--- src/rtl/usdt_pkg.sv ---
// Shared types and constants of the UDP socket demultiplexer table.
// Used by the channel interfaces and by the front end, engine and top level.
package usdt_pkg;

   localparam int MaxSocketsDefault = 16;
   localparam int HandleCount       = 16;
   localparam int HandleWidth       = 4;
   localparam int IpWidth           = 32;
   localparam int PortWidth         = 16;
   localparam int LenWidth          = 16;

   localparam logic [15:0] FirstFreePort = 16'd1024;
   localparam logic [15:0] HeaderBytes   = 16'd8;

   localparam logic [1:0] ACT_RECEIVE    = 2'd0;
   localparam logic [1:0] ACT_CONNECT    = 2'd1;
   localparam logic [1:0] ACT_LISTEN     = 2'd2;
   localparam logic [1:0] ACT_DISCONNECT = 2'd3;

   localparam logic [2:0] STATUS_OK        = 3'd0;
   localparam logic [2:0] STATUS_NO_MATCH  = 3'd1;
   localparam logic [2:0] STATUS_SHORT     = 3'd2;
   localparam logic [2:0] STATUS_FULL      = 3'd3;
   localparam logic [2:0] STATUS_NO_HANDLE = 3'd4;

   typedef struct packed {
      logic [1:0]  action;
      logic [31:0] src_ip;
      logic [31:0] dst_ip;
      logic [15:0] sport;
      logic [15:0] dport;
      logic [15:0] frame_length;
      logic [31:0] peer_ip;
      logic [15:0] peer_port;
      logic [15:0] listen_port;
      logic [3:0]  handle;
   } req_type;

   typedef struct packed {
      logic [2:0]  status;
      logic [3:0]  result_handle;
      logic [15:0] assigned_port;
      logic [15:0] payload_length;
      logic        became_connected;
   } rsp_type;

   // Request as held in the queue, with its classification.
   typedef struct packed {
      req_type req;
      logic    short_frame;
   } item_type;

   typedef struct packed {
      logic        listening;
      logic [15:0] own_port;
      logic [31:0] own_ip;
      logic [15:0] far_port;
      logic [31:0] far_ip;
      logic [3:0]  handle;
   } entry_type;

endpackage

--- src/rtl/usdt_if.sv ---
// Valid/ready channel interfaces of the socket table.
// Depends on usdt_pkg for the payload types.
interface usdt_req_if;
   logic             valid;
   logic             ready;
   usdt_pkg::req_type data;
   modport source (output valid, output data, input ready);
   modport sink   (input valid, input data, output ready);
endinterface

interface usdt_rsp_if;
   logic             valid;
   logic             ready;
   usdt_pkg::rsp_type data;
   modport source (output valid, output data, input ready);
   modport sink   (input valid, input data, output ready);
endinterface

interface usdt_csr_if;
   logic        valid;
   logic        ready;
   logic [31:0] data;
   modport source (output valid, output data, input ready);
   modport sink   (input valid, input data, output ready);
endinterface

--- src/rtl/usdt_ram.sv ---
// Generic single-write, single-read RAM with registered read data.
// No dependencies.
module usdt_ram #(
   parameter int WIDTH = 8,
   parameter int DEPTH = 16
) (
   input  logic                                   clock,
   input  logic                                   wr_en,
   input  logic [(DEPTH > 1 ? $clog2(DEPTH) : 1)-1:0] wr_addr,
   input  logic [WIDTH-1:0]                       wr_data,
   input  logic                                   rd_en,
   input  logic [(DEPTH > 1 ? $clog2(DEPTH) : 1)-1:0] rd_addr,
   output logic [WIDTH-1:0]                       rd_data
);
   logic [WIDTH-1:0] mem_ff [DEPTH];
   logic [WIDTH-1:0] rd_data_ff;

   always_ff @(posedge clock) begin
      if (wr_en) begin
         mem_ff[wr_addr] <= wr_data;
      end
      if (rd_en) begin
         rd_data_ff <= mem_ff[rd_addr];
      end
   end

   assign rd_data = rd_data_ff;
endmodule

--- src/rtl/usdt_front.sv ---
// Front end: accepts requests, flags short frames and queues them for the engine.
// Depends on usdt_pkg and usdt_if.
module usdt_front (
   input  logic                clock,
   input  logic                reset,
   usdt_req_if.sink            req_bus,
   output logic                q_valid,
   output usdt_pkg::item_type  q_item,
   input  logic                q_pop
);
   usdt_pkg::item_type slot_ff [2];
   logic       wr_ptr_ff, wr_ptr_in;
   logic       rd_ptr_ff, rd_ptr_in;
   logic [1:0] fill_ff, fill_in;
   logic       push;
   logic       pop;
   usdt_pkg::item_type new_item;

   assign req_bus.ready = (fill_ff != 2'd2);
   assign push = req_bus.valid && req_bus.ready;
   assign pop  = q_pop && (fill_ff != 2'd0);

   always_comb begin
      new_item.req         = req_bus.data;
      new_item.short_frame = (req_bus.data.action == usdt_pkg::ACT_RECEIVE) &&
                             (req_bus.data.frame_length < usdt_pkg::HeaderBytes);
      wr_ptr_in = push ? ~wr_ptr_ff : wr_ptr_ff;
      rd_ptr_in = pop  ? ~rd_ptr_ff : rd_ptr_ff;
      fill_in   = fill_ff + {1'b0, push} - {1'b0, pop};
   end

   always_ff @(posedge clock) begin
      if (reset) begin
         wr_ptr_ff <= 1'b0;
         rd_ptr_ff <= 1'b0;
         fill_ff   <= 2'd0;
      end else begin
         wr_ptr_ff <= wr_ptr_in;
         rd_ptr_ff <= rd_ptr_in;
         fill_ff   <= fill_in;
      end
   end

   always_ff @(posedge clock) begin
      if (push) begin
         slot_ff[wr_ptr_ff] <= new_item;
      end
   end

   assign q_valid = (fill_ff != 2'd0);
   assign q_item  = slot_ff[rd_ptr_ff];
endmodule

--- src/rtl/usdt_engine.sv ---
// Back end: scans and updates the packed socket table held in RAM.
// Depends on usdt_pkg, usdt_if and usdt_ram.
module usdt_engine #(
   parameter int MAX_SOCKETS = usdt_pkg::MaxSocketsDefault
) (
   input  logic                clock,
   input  logic                reset,
   input  logic [31:0]         host_ip,
   input  logic                q_valid,
   input  usdt_pkg::item_type  q_item,
   output logic                q_pop,
   usdt_rsp_if.source          rsp_bus,
   output logic [$clog2(MAX_SOCKETS+1)-1:0] entry_count,
   output logic [usdt_pkg::HandleCount-1:0] handle_map
);
   localparam int IW = (MAX_SOCKETS > 1) ? $clog2(MAX_SOCKETS) : 1;
   localparam int CW = $clog2(MAX_SOCKETS + 1);
   localparam int EW = $bits(usdt_pkg::entry_type);

   typedef enum logic [5:0] {
      S_IDLE    = 6'b000001,
      S_READ    = 6'b000010,
      S_CHECK   = 6'b000100,
      S_MOVE_RD = 6'b001000,
      S_MOVE_WR = 6'b010000,
      S_RESULT  = 6'b100000
   } state_type;

   state_type          state_ff, state_in;
   usdt_pkg::req_type  item_ff, item_in;
   logic [IW-1:0]      idx_ff, idx_in;
   logic [CW-1:0]      count_ff, count_in;
   logic [15:0]        hiu_ff, hiu_in;
   logic [15:0]        port_ff, port_in;
   usdt_pkg::rsp_type  res_ff, res_in;
   logic               out_valid_ff, out_valid_in;
   usdt_pkg::rsp_type  out_data_ff, out_data_in;

   logic               wr_en;
   logic [IW-1:0]      wr_addr;
   usdt_pkg::entry_type wr_entry;
   logic               rd_en;
   logic [IW-1:0]      rd_addr;
   logic [EW-1:0]      rd_raw;
   usdt_pkg::entry_type rd_entry;

   logic [CW-1:0]      last;
   logic               at_last;
   logic [3:0]         free_handle;
   logic               local_hit;
   logic               remote_hit;

   usdt_ram #(.WIDTH(EW), .DEPTH(MAX_SOCKETS)) u_table (
      .clock   (clock),
      .wr_en   (wr_en),
      .wr_addr (wr_addr),
      .wr_data (wr_entry),
      .rd_en   (rd_en),
      .rd_addr (rd_addr),
      .rd_data (rd_raw)
   );

   assign rd_entry   = usdt_pkg::entry_type'(rd_raw);
   assign last       = count_ff - CW'(1);
   assign at_last    = (CW'(idx_ff) == last);
   assign local_hit  = (rd_entry.own_port == item_ff.dport) &&
                       (rd_entry.own_ip == item_ff.dst_ip);
   assign remote_hit = (rd_entry.far_port == item_ff.sport) &&
                       (rd_entry.far_ip == item_ff.src_ip);

   always_comb begin
      free_handle = '0;
      for (int h = usdt_pkg::HandleCount - 1; h >= 0; h--) begin
         if (!hiu_ff[h]) begin
            free_handle = 4'(h);
         end
      end
   end

   always_comb begin
      state_in     = state_ff;
      item_in      = item_ff;
      idx_in       = idx_ff;
      count_in     = count_ff;
      hiu_in       = hiu_ff;
      port_in      = port_ff;
      res_in       = res_ff;
      out_valid_in = out_valid_ff && !rsp_bus.ready;
      out_data_in  = out_data_ff;
      q_pop        = 1'b0;
      wr_en        = 1'b0;
      wr_addr      = idx_ff;
      wr_entry     = rd_entry;
      rd_en        = 1'b0;
      rd_addr      = idx_ff;

      unique case (state_ff)
         S_IDLE: begin
            if (q_valid) begin
               q_pop    = 1'b1;
               item_in  = q_item.req;
               idx_in   = '0;
               res_in   = '0;
               state_in = S_RESULT;
               unique case (q_item.req.action)
                  usdt_pkg::ACT_RECEIVE: begin
                     if (q_item.short_frame) begin
                        res_in.status = usdt_pkg::STATUS_SHORT;
                     end else if (count_ff == '0) begin
                        res_in.status = usdt_pkg::STATUS_NO_MATCH;
                     end else begin
                        state_in = S_READ;
                     end
                  end
                  usdt_pkg::ACT_CONNECT, usdt_pkg::ACT_LISTEN: begin
                     if (count_ff == CW'(MAX_SOCKETS) || (&hiu_ff)) begin
                        res_in.status = usdt_pkg::STATUS_FULL;
                     end else begin
                        wr_en    = 1'b1;
                        wr_addr  = count_ff[IW-1:0];
                        wr_entry.own_ip = host_ip;
                        wr_entry.handle = free_handle;
                        if (q_item.req.action == usdt_pkg::ACT_CONNECT) begin
                           wr_entry.listening   = 1'b0;
                           wr_entry.own_port    = port_ff;
                           wr_entry.far_port    = q_item.req.peer_port;
                           wr_entry.far_ip      = q_item.req.peer_ip;
                           res_in.assigned_port = port_ff;
                           port_in              = port_ff + 16'd1;
                        end else begin
                           wr_entry.listening   = 1'b1;
                           wr_entry.own_port    = q_item.req.listen_port;
                           wr_entry.far_port    = '0;
                           wr_entry.far_ip      = '0;
                           res_in.assigned_port = q_item.req.listen_port;
                        end
                        hiu_in[free_handle]  = 1'b1;
                        count_in             = count_ff + CW'(1);
                        res_in.status        = usdt_pkg::STATUS_OK;
                        res_in.result_handle = free_handle;
                     end
                  end
                  default: begin
                     if (!hiu_ff[q_item.req.handle] || count_ff == '0) begin
                        res_in.status = usdt_pkg::STATUS_NO_HANDLE;
                     end else begin
                        state_in = S_READ;
                     end
                  end
               endcase
            end
         end
         S_READ: begin
            rd_en    = 1'b1;
            state_in = S_CHECK;
         end
         S_CHECK: begin
            priority if (item_ff.action == usdt_pkg::ACT_RECEIVE &&
                         local_hit && (rd_entry.listening || remote_hit)) begin
               // A listening entry latches the peer and turns connected
               res_in.status         = usdt_pkg::STATUS_OK;
               res_in.result_handle  = rd_entry.handle;
               res_in.payload_length = item_ff.frame_length - usdt_pkg::HeaderBytes;
               res_in.became_connected = rd_entry.listening;
               if (rd_entry.listening) begin
                  wr_en              = 1'b1;
                  wr_entry.listening = 1'b0;
                  wr_entry.far_port  = item_ff.sport;
                  wr_entry.far_ip    = item_ff.src_ip;
               end
               state_in = S_RESULT;
            end else if (item_ff.action == usdt_pkg::ACT_DISCONNECT &&
                         rd_entry.handle == item_ff.handle) begin
               res_in.status        = usdt_pkg::STATUS_OK;
               res_in.result_handle = item_ff.handle;
               state_in             = S_MOVE_RD;
            end else if (at_last) begin
               res_in.status = (item_ff.action == usdt_pkg::ACT_RECEIVE) ?
                               usdt_pkg::STATUS_NO_MATCH : usdt_pkg::STATUS_NO_HANDLE;
               state_in      = S_RESULT;
            end else begin
               idx_in   = idx_ff + IW'(1);
               state_in = S_READ;
            end
         end
         S_MOVE_RD: begin
            rd_en    = 1'b1;
            rd_addr  = last[IW-1:0];
            state_in = S_MOVE_WR;
         end
         S_MOVE_WR: begin
            // Move the last entry into the freed slot
            wr_en                  = 1'b1;
            count_in               = last;
            hiu_in[item_ff.handle] = 1'b0;
            state_in               = S_RESULT;
         end
         S_RESULT: begin
            if (!out_valid_ff || rsp_bus.ready) begin
               out_valid_in = 1'b1;
               out_data_in  = res_ff;
               state_in     = S_IDLE;
            end
         end
         default: begin
            state_in = S_IDLE;
         end
      endcase
   end

   always_ff @(posedge clock) begin
      if (reset) begin
         state_ff     <= S_IDLE;
         count_ff     <= '0;
         hiu_ff       <= '0;
         port_ff      <= usdt_pkg::FirstFreePort;
         out_valid_ff <= 1'b0;
      end else begin
         state_ff     <= state_in;
         count_ff     <= count_in;
         hiu_ff       <= hiu_in;
         port_ff      <= port_in;
         out_valid_ff <= out_valid_in;
      end
   end

   always_ff @(posedge clock) begin
      item_ff     <= item_in;
      idx_ff      <= idx_in;
      res_ff      <= res_in;
      out_data_ff <= out_data_in;
   end

   assign rsp_bus.valid = out_valid_ff;
   assign rsp_bus.data  = out_data_ff;
   assign entry_count   = count_ff;
   assign handle_map    = hiu_ff;
endmodule

--- src/rtl/udp_socket_demux_table.sv ---
// Top level of the UDP socket demultiplexer table.
// Depends on usdt_pkg, usdt_if, usdt_front, usdt_engine and usdt_ram.
//
// Keeps a packed table of up to MAX_SOCKETS sockets and answers every request
// with exactly one response. Connect, listen, short frames and requests that
// fail without a table read go from the queue slot to the result register and
// on to the response register. Receive and disconnect walk the table through
// the single read port of the entry RAM, reading each entry visited and then
// checking it; a disconnect then reads the last entry and moves it into the
// freed slot. A two-deep queue takes requests while the engine works; the
// response register holds a result until it is taken. The user must write the
// host address through the csr channel only while idle; this is not enforced.
module udp_socket_demux_table #(
   parameter int MAX_SOCKETS = usdt_pkg::MaxSocketsDefault
) (
   input  logic      clock,
   input  logic      reset,
   usdt_req_if.sink  req_bus,
   usdt_rsp_if.source rsp_bus,
   usdt_csr_if.sink  csr_bus
);
   logic [31:0]               host_ip_ff;
   logic                      q_valid;
   usdt_pkg::item_type        q_item;
   logic                      q_pop;
   logic [$clog2(MAX_SOCKETS+1)-1:0] entry_count;
   logic [usdt_pkg::HandleCount-1:0] handle_map;

   assign csr_bus.ready = 1'b1;

   always_ff @(posedge clock) begin
      if (reset) begin
         host_ip_ff <= '0;
      end else if (csr_bus.valid) begin
         host_ip_ff <= csr_bus.data;
      end
   end

   usdt_front u_front (
      .clock   (clock),
      .reset   (reset),
      .req_bus (req_bus),
      .q_valid (q_valid),
      .q_item  (q_item),
      .q_pop   (q_pop)
   );

   usdt_engine #(.MAX_SOCKETS(MAX_SOCKETS)) u_engine (
      .clock       (clock),
      .reset       (reset),
      .host_ip     (host_ip_ff),
      .q_valid     (q_valid),
      .q_item      (q_item),
      .q_pop       (q_pop),
      .rsp_bus     (rsp_bus),
      .entry_count (entry_count),
      .handle_map  (handle_map)
   );

   a_count_bound: assert property (@(posedge clock) disable iff (reset)
      entry_count <= ($clog2(MAX_SOCKETS+1))'(MAX_SOCKETS))
      else $error("entry count beyond table size");

   a_handles_track: assert property (@(posedge clock) disable iff (reset)
      $countones(handle_map) == int'(entry_count))
      else $error("handle map out of step with entry count");

   a_fail_clean: assert property (@(posedge clock) disable iff (reset)
      rsp_bus.valid && rsp_bus.data.status != usdt_pkg::STATUS_OK |->
      rsp_bus.data.result_handle == '0 && rsp_bus.data.payload_length == '0)
      else $error("failed response carries data");
endmodule
--- src/flat_wrapper.sv ---
// flat-port wrapper written by rule: the top's interface ports become plain ports
module udp_socket_demux_table_flat 
#(
   parameter int MAX_SOCKETS = usdt_pkg::MaxSocketsDefault
)
  (clock, reset, req_bus_valid, req_bus_data, req_bus_ready, rsp_bus_valid, rsp_bus_data, rsp_bus_ready, csr_bus_valid, csr_bus_data, csr_bus_ready);
  usdt_req_if req_bus_i ();
  usdt_rsp_if rsp_bus_i ();
  usdt_csr_if csr_bus_i ();
  input  logic clock;
  input  logic reset;
  input wire logic [$bits(req_bus_i.valid)-1:0] req_bus_valid;
  input wire logic [$bits(req_bus_i.data)-1:0] req_bus_data;
  output wire logic [$bits(req_bus_i.ready)-1:0] req_bus_ready;
  output wire logic [$bits(rsp_bus_i.valid)-1:0] rsp_bus_valid;
  output wire logic [$bits(rsp_bus_i.data)-1:0] rsp_bus_data;
  input wire logic [$bits(rsp_bus_i.ready)-1:0] rsp_bus_ready;
  input wire logic [$bits(csr_bus_i.valid)-1:0] csr_bus_valid;
  input wire logic [$bits(csr_bus_i.data)-1:0] csr_bus_data;
  output wire logic [$bits(csr_bus_i.ready)-1:0] csr_bus_ready;
  assign req_bus_i.valid = req_bus_valid;
  assign req_bus_i.data = req_bus_data;
  assign req_bus_ready = req_bus_i.ready;
  assign rsp_bus_valid = rsp_bus_i.valid;
  assign rsp_bus_data = rsp_bus_i.data;
  assign rsp_bus_i.ready = rsp_bus_ready;
  assign csr_bus_i.valid = csr_bus_valid;
  assign csr_bus_i.data = csr_bus_data;
  assign csr_bus_ready = csr_bus_i.ready;
  udp_socket_demux_table #(.MAX_SOCKETS(MAX_SOCKETS)) u_core (.clock(clock), .reset(reset), .req_bus(req_bus_i), .rsp_bus(rsp_bus_i), .csr_bus(csr_bus_i));
endmodule
--- config.mk ---
export PLATFORM = sky130hd
export DESIGN_NAME = udp_socket_demux_table_flat
export DESIGN_NICKNAME = d
export VERILOG_FILES = /design/src/rtl/usdt_pkg.sv /design/src/rtl/usdt_if.sv /design/src/rtl/usdt_ram.sv /design/src/rtl/usdt_front.sv /design/src/rtl/usdt_engine.sv /design/src/rtl/udp_socket_demux_table.sv /design/src/flat_wrapper.sv
export SDC_FILE = /design/constraint.sdc
export NUM_CORES = 2
export LEC_CHECK = 0
export BUFFER_PORTS_ARGS = -buffer_cell sky130_fd_sc_hd__buf_4
export CAP_MARGIN = 25
export CORE_UTILIZATION = 50
export DETAILED_ROUTE_END_ITERATION = 6
export PLACE_DENSITY = 0.73
export SETUP_SLACK_MARGIN = 0.2
export SYNTH_ARGS = -nofsm -noshare
export SYNTH_HDL_FRONTEND = slang
export SYNTH_SLANG_ARGS = --single-unit
--- constraint.sdc ---
create_clock -name clock -period 11.87 [get_ports clock]
set_input_delay 1.187 -clock clock [delete_from_list [all_inputs] [get_ports clock]]
set_output_delay 1.187 -clock clock [all_outputs]
set_load 0.1 [all_outputs]
== Word-level counts from Yosys, hierarchy flattened ==
Memories as Yosys holds them, arrays and structs flattened. A register that Yosys moved wholly into a read port is not among the register bits.
Index checks and enable logic that the tools add are counted.

* Flip-flop bits (word level): 282
* Bits in writable memories: 1,982
* Input bits: 219
* Logic and storage cells: 210
* Memories kept: 2

{| class="wikitable"
|+ Memory list
! memory !! depth !! width !! rd ports !! clocked after memory_dff !! write ports !! line !! RTL
|-
| u_core.u_engine.u_table.mem_ff || 16 || 101 || 1 || 1 || 1 || usdt_ram.sv:15 || <nowiki>logic [WIDTH-1:0] mem_ff [DEPTH];</nowiki>
|-
| u_core.u_front.slot_ff || 2 || 183 || 1 || 1 || 1 || usdt_front.sv:11 || <nowiki>usdt_pkg::item_type slot_ff [2];</nowiki>
|}

* Add/subtract/negate cells: 7
* Magnitude comparators: 6
* Equal/unequal tests: 27
* Multiplexer cells: 96
* Bitwise operators: 7
* Reductions and logical operators: 38

{| class="wikitable"
|+ Operators by type and width
! operator !! count
|-
| $mux 101 || 3
|-
| $mux 48 || 4
|-
| $mux 4 || 27
|-
| $pmux 48 s2 || 1
|-
| $eq 32x32->1 || 2
|-
| $mux 16 || 4
|-
| $mux 6 || 8
|-
| $mux 20 || 2
|-
| $mux 40 || 1
|-
| $pmux 6 s6 || 1
|-
| $mux 17 || 2
|-
| $pmux 17 s2 || 1
|-
| $eq 16x16->1 || 2
|-
| $pmux 16 s2 || 1
|-
| $mux 1 || 21
|-
| $add 16x1->16 const B || 1
|-
| $and 16x16->16 || 1
|-
| $lt 16x4->1 const B || 1
|-
| $not 16->16 || 1
|-
| $or 16x16->16 || 1
|-
| $reduce_and 16->1 || 1
|-
| $sub 16x4->16 const B || 1
|-
| $lt 4x5->1 const B || 3
|-
| $mux 5 || 3
|-
| 45 further kinds || 88
|}

== Logic depth before layout (Yosys ltp) ==
* Word-level depth: 25
* Mapped depth: 14
* Gate-level depth less buffers: 9

== Modules after synthesis ==
Synthesis repeated with hierarchy kept, for this count alone.

* Cells, all modules: 4,362
* Area, all modules: 90,326.6 sq um

{| class="wikitable"
|+ By module, submodules not included
! module !! times used !! cells each !! area an instance (sq um) !! seq. area each (sq um)
|-
| usdt_ram || 1 || 2,585 || 63,473.4 || 51,559.4
|-
| usdt_front || 1 || 598 || 13,530.5 || 11,090.6
|-
| usdt_engine || 1 || 1,074 || 12,147.9 || 6,946.7
|-
| udp_socket_demux_table || 1 || 105 || 1,174.9 || 640.6
|}

== Worst setup path after synthesis ==
OpenSTA, ideal clock, no wires.

* Kind: register to register
* Start: register u_core.u_engine.state_ff[1]
* End: memory u_core.u_engine.u_table.mem_ff[14][0] (netlist name) (enable)
* Arrival time: 9.513 ns
* Path slack: 1.762 ns
* Stages on the path, launching flop included: 9
* Path buffers: 1
* Period minus slack after synthesis: 10.108 ns
* Cells stage by stage: dfxtp_1 > buf_2 > nor3_4 > nand4b_2 > inv_1 > nand3_1 > nor3_1 > a31oi_1 > a21oi_1

* Cells in the longest elaborated chain, start to end: 4
* Elaborated cells on any way between the ends: 7
* Those cells by class: eq/ne: 3; mux: 4

{| class="wikitable"
|+ RTL lines
! item !! line !! RTL
|-
| start, declared || usdt_engine.sv:29 || <nowiki>state_type state_ff, state_in;</nowiki>
|-
| start signal, assigned || usdt_engine.sv:219 || <nowiki>state_ff <= state_in;</nowiki>
|-
| $eq 6x5->1, or another cell as far along || usdt_engine.sv:97 || <nowiki>unique case (state_ff)</nowiki>
|-
| $pmux 1 s3 || usdt_engine.sv:97 ||
|-
| $mux 1 || usdt_ram.sv:19 || <nowiki>if (wr_en) begin</nowiki>
|-
| $mux 1 (implied by the code) || usdt_ram.sv:20 || <nowiki>mem_ff[wr_addr] <= wr_data;</nowiki>
|-
| end, declared || usdt_ram.sv:15 ||
|}

Parallel ways exist; a longest one is shown, timed or not.

==> results.md <==
- Status: finished, final reports clean
- GP Congestion: slightly below 0.9
- Row count: 156
- Final period utilization: roughly 50%
- Period minus WS final: between 6 and 7 ns
- Number of top-level pins: roughly 260
- Critical path peak fanout: a little over 50
- Final HPWL DP: ~130000 um
- Layout area overhead: 13.4%
- DRC: 0
- Largest net degree at the start of global routing: 212
- RSZ-0062 raised after global routing: no
- Layout cells sized above 1: ~13%
- Yosys cell types: approximately 60
- Main synth FF type: edfxtp_1
- Routed met1 length: roughly 90000 um
- Fmax: roughly 160 MHz
- #FFs+latches synth: 2366
- Slew Viols, Final: 0
- First-pass GRT wire length: 341000 um
- Setup violators final: 0
- YS warnings: 0
- PnR Total Power: approximately 24 mW
- Gate Count Post-Synth: ~6.3k
- Die Height: ~430 um
- Final WL: approximately 230000 um
- Seq pwr share: 45.2%
- Fillers: 13.5k
- Clock Latency Late Sink: ~0.88 ns
- H-tree levels: 4
- Type of the most critical hold path: reg2reg
- Clk buf depth: 3
- Remaining antenna violation count after routing: 0
- Post-cts resize count: 0
- Mapped Nets: around 6.6k
- Post-Syn Area per Cell: about 14 um2
- Area of the multi-input gates: approximately 20000 um2
- Req. time, crit path: between 10 and 15 ns
- Pwr per Cell Area: ~230 nW/um2
- Met2 WL post-DR: roughly 110000 um
- Sequential share of the synthesized area: about 77%
- Chip Width: 430 um
- Sw Pwr: about 7.8 mW
- Clock skew: 0.0608 ns
- Int Power: roughly 16 mW
- CTS Buf Count: 223
- Crit path kind: reg2reg
- Top Metal Used: met5
- Die ar.: roughly 180000 um2
- Starting Density: between 50% and 60%
- CTS clock-pin slew for the worst setup and hold paths: ~0.060 ns
- Number of flops mapped to enable cells by yosys: about 2.3k
- P_leak: 35.3 nW
- PortBufs: 260
- Vias in the first global route: 53.5k
- Metal3 WL: 21500 um
- Core ar.: around 180000 um2
- DR vias/cell: approximately 6.0
- Initial antenna violation count: 8
- Least-Margin Pin Slew: approximately 1.1 ns
- DRT Pass-1 Iters: 7
- Nets: slightly below 7k
- CP Launch Type: flip-flop
- Final setup TNS: 0 ns
- Post-synth top area cell: edfxtp_1
- Hold Violations, Final: 0
- Clock power frac: 29.8%
- Max-Cap Viols: 0
- Sw Share: 32.3%
- Drt wl/cell: between 20 and 30 um
- GRT Total Usage: between 20% and 30%
- Logic pwr share: roughly 25%
- Share of Yosys cell area claimed by the top area cell type: 75.0%
- Crit. End Element: flip-flop
- Cell Area, Synth: 91500 um2
- Synth top area cells: edfxtp_1, nand2_1, nand3_1
- Top cells by count, synth: edfxtp_1, nand2_1, nand3_1, a21oi_1, clkbuf_1
- Worst VDD drop: between 0.00015 and 0.0002 V
- Ys async rst share: 0%
- Total setup buffers inserted after CTS: 0
- Slew margin rel.: about a quarter
- CTS sink cnt: 2366
- CTS root buf: clkbuf_16
- Vias: 55.0k
- Arrival time worst endpoint: about 6.6 ns
- Initial drt markers: about 7.4k
- Top-count cell post-synth: edfxtp_1
- CTS tree: done
- GRT overflow: 0
- Hold_buf cts: 0
- Register area: between 70000 and 80000 um2
==> cells by family (layout without fill, tap and decap cells) <==
family	count (synthesis)	in the layout	synth area share, %
mux	330	330	3.83
compound gates	780	780	5.37
flops	2366	2366	76.7
xor+xnor	142	142	1.36
simple gates	2315	2315	10.8
fa+ha+maj	10	10	0.137
other cells	1	2	0.00410
buf+inv	405	824	1.80
==> power groups by stage <==
stage,combinational (mW),sequential (mW),clock (mW)
after floorplan,3.81,11.2,0
after global routing,6.49,11.0,7.65
after detailed placement,5.97,11.2,0
after global placement,5.79,11.1,0
final,6.05,11.0,7.25
after CTS,6.01,11.0,7.32
==> placed cells by master, fill, tap and decap left out, types with 18 or more instances in the layout <==
cell type  count
a22oi_1      102
clkinv_1      42
nand4_1      114
clkbuf_16    226
bufinv_16     29
inv_1         29
clkinv_2      49
xnor2_1       18
buf_4        351
a221o_1       52
dfxtp_1       80
nor2_1       190
o21ai_0       42
mux2i_1      204
nor4_1        29
nand3_1      433
mux2_2       118
nand2_1     1464
xor2_1       124
a21oi_1      325
o21ai_1      102
clkbuf_1      48
a32oi_1      102
edfxtp_1    2285
==> layer usage <==
layer  vias to the layer above  global-route usage, %
li1                      24100                      -
met1                     27400                   33.1
met2                      3030                   40.4
met3                       515                   4.15
met4                        14                   9.69
met5                         -                      0
==> path summary, 6_finish.rpt <==
path	from	end	slack [ns]	depth (start not counted)
hold reg to reg	u_core.u_engine.res_ff[35]	u_core.u_engine.rsp_bus.data[35]	0.42	0
setup reg to reg	flip-flop	u_core.u_engine.u_table.mem_ff[10][40]	5.77	9
hold / removal	u_core.u_engine.res_ff[35]	u_core.u_engine.rsp_bus.data[35]	0.42	0
setup / recovery	flip-flop	u_core.u_engine.u_table.mem_ff[10][40]	5.77	9
==> registers in the layout (all words and copies together), names as in the netlist, named ones only <==
register                         cells
u_core.u_engine.idx_ff               4
u_core.u_engine.res_ff              40
u_core.u_engine.entry_count          5
u_core.u_engine.state_ff             6
u_core.u_engine.port_ff             16
u_core.u_front.slot_ff             366
u_core.u_engine.handle_map          16
u_core.u_front.fill_ff               2
u_core.u_engine.item_ff            118
u_core.u_engine.rsp_bus.valid        1
u_core.u_front.rd_ptr_ff             1
u_core.u_engine.u_table.mem_ff    1616
u_core.u_engine.u_table.rd_data    101
u_core.u_engine.rsp_bus.data        40
u_core.u_front.wr_ptr_ff             1
u_core.host_ip_ff                   32
==> stage by stage <==
| stage | instances | utilization [%] | instance area (um2) | hold slack (ns) | worst slack, ns |
|---|---|---|---|---|---|
| 2_1_floorplan | 6349 | - | 91500 | 0.400 | 1.76 |
| 3_3_place_gp | 8707 | 53.0 | 96200 | 0.404 | 5.96 |
| 3_5_place_dp | 8713 | 53.1 | 96300 | 0.405 | 5.86 |
| 4_1_cts | 9135 | 57.2 | 104000 | 0.419 | 5.79 |
| 5_1_grt | 9138 | 57.3 | 104000 | 0.432 | 5.47 |
| 6_report | 9139 | 57.3 | 104000 | 0.419 | 5.77 |
==> critical path: stages (launching register included) <==
cell	delay (ns)
dfxtp_4	0.90
mux2i_1	0.37
ha_1	0.38
nand3_4	0.38
buf_4	0.66
and3_1	0.25
a31oi_1	0.17
a21oi_4	0.83
buf_4	0.84
buf_4	0.76
==> cell type report <==
cell class	count	area share (%)
antenna	1	0.00241
clock buffer	277	5.66
clock inverter	145	1.55
inverter	31	0.117
multi-input combinational	3578	19.2
sequential	2366	67.6
tap	2370	2.86
timing repair buffer	371	2.95
Note: power is estimated with default switching activity, not from simulation.
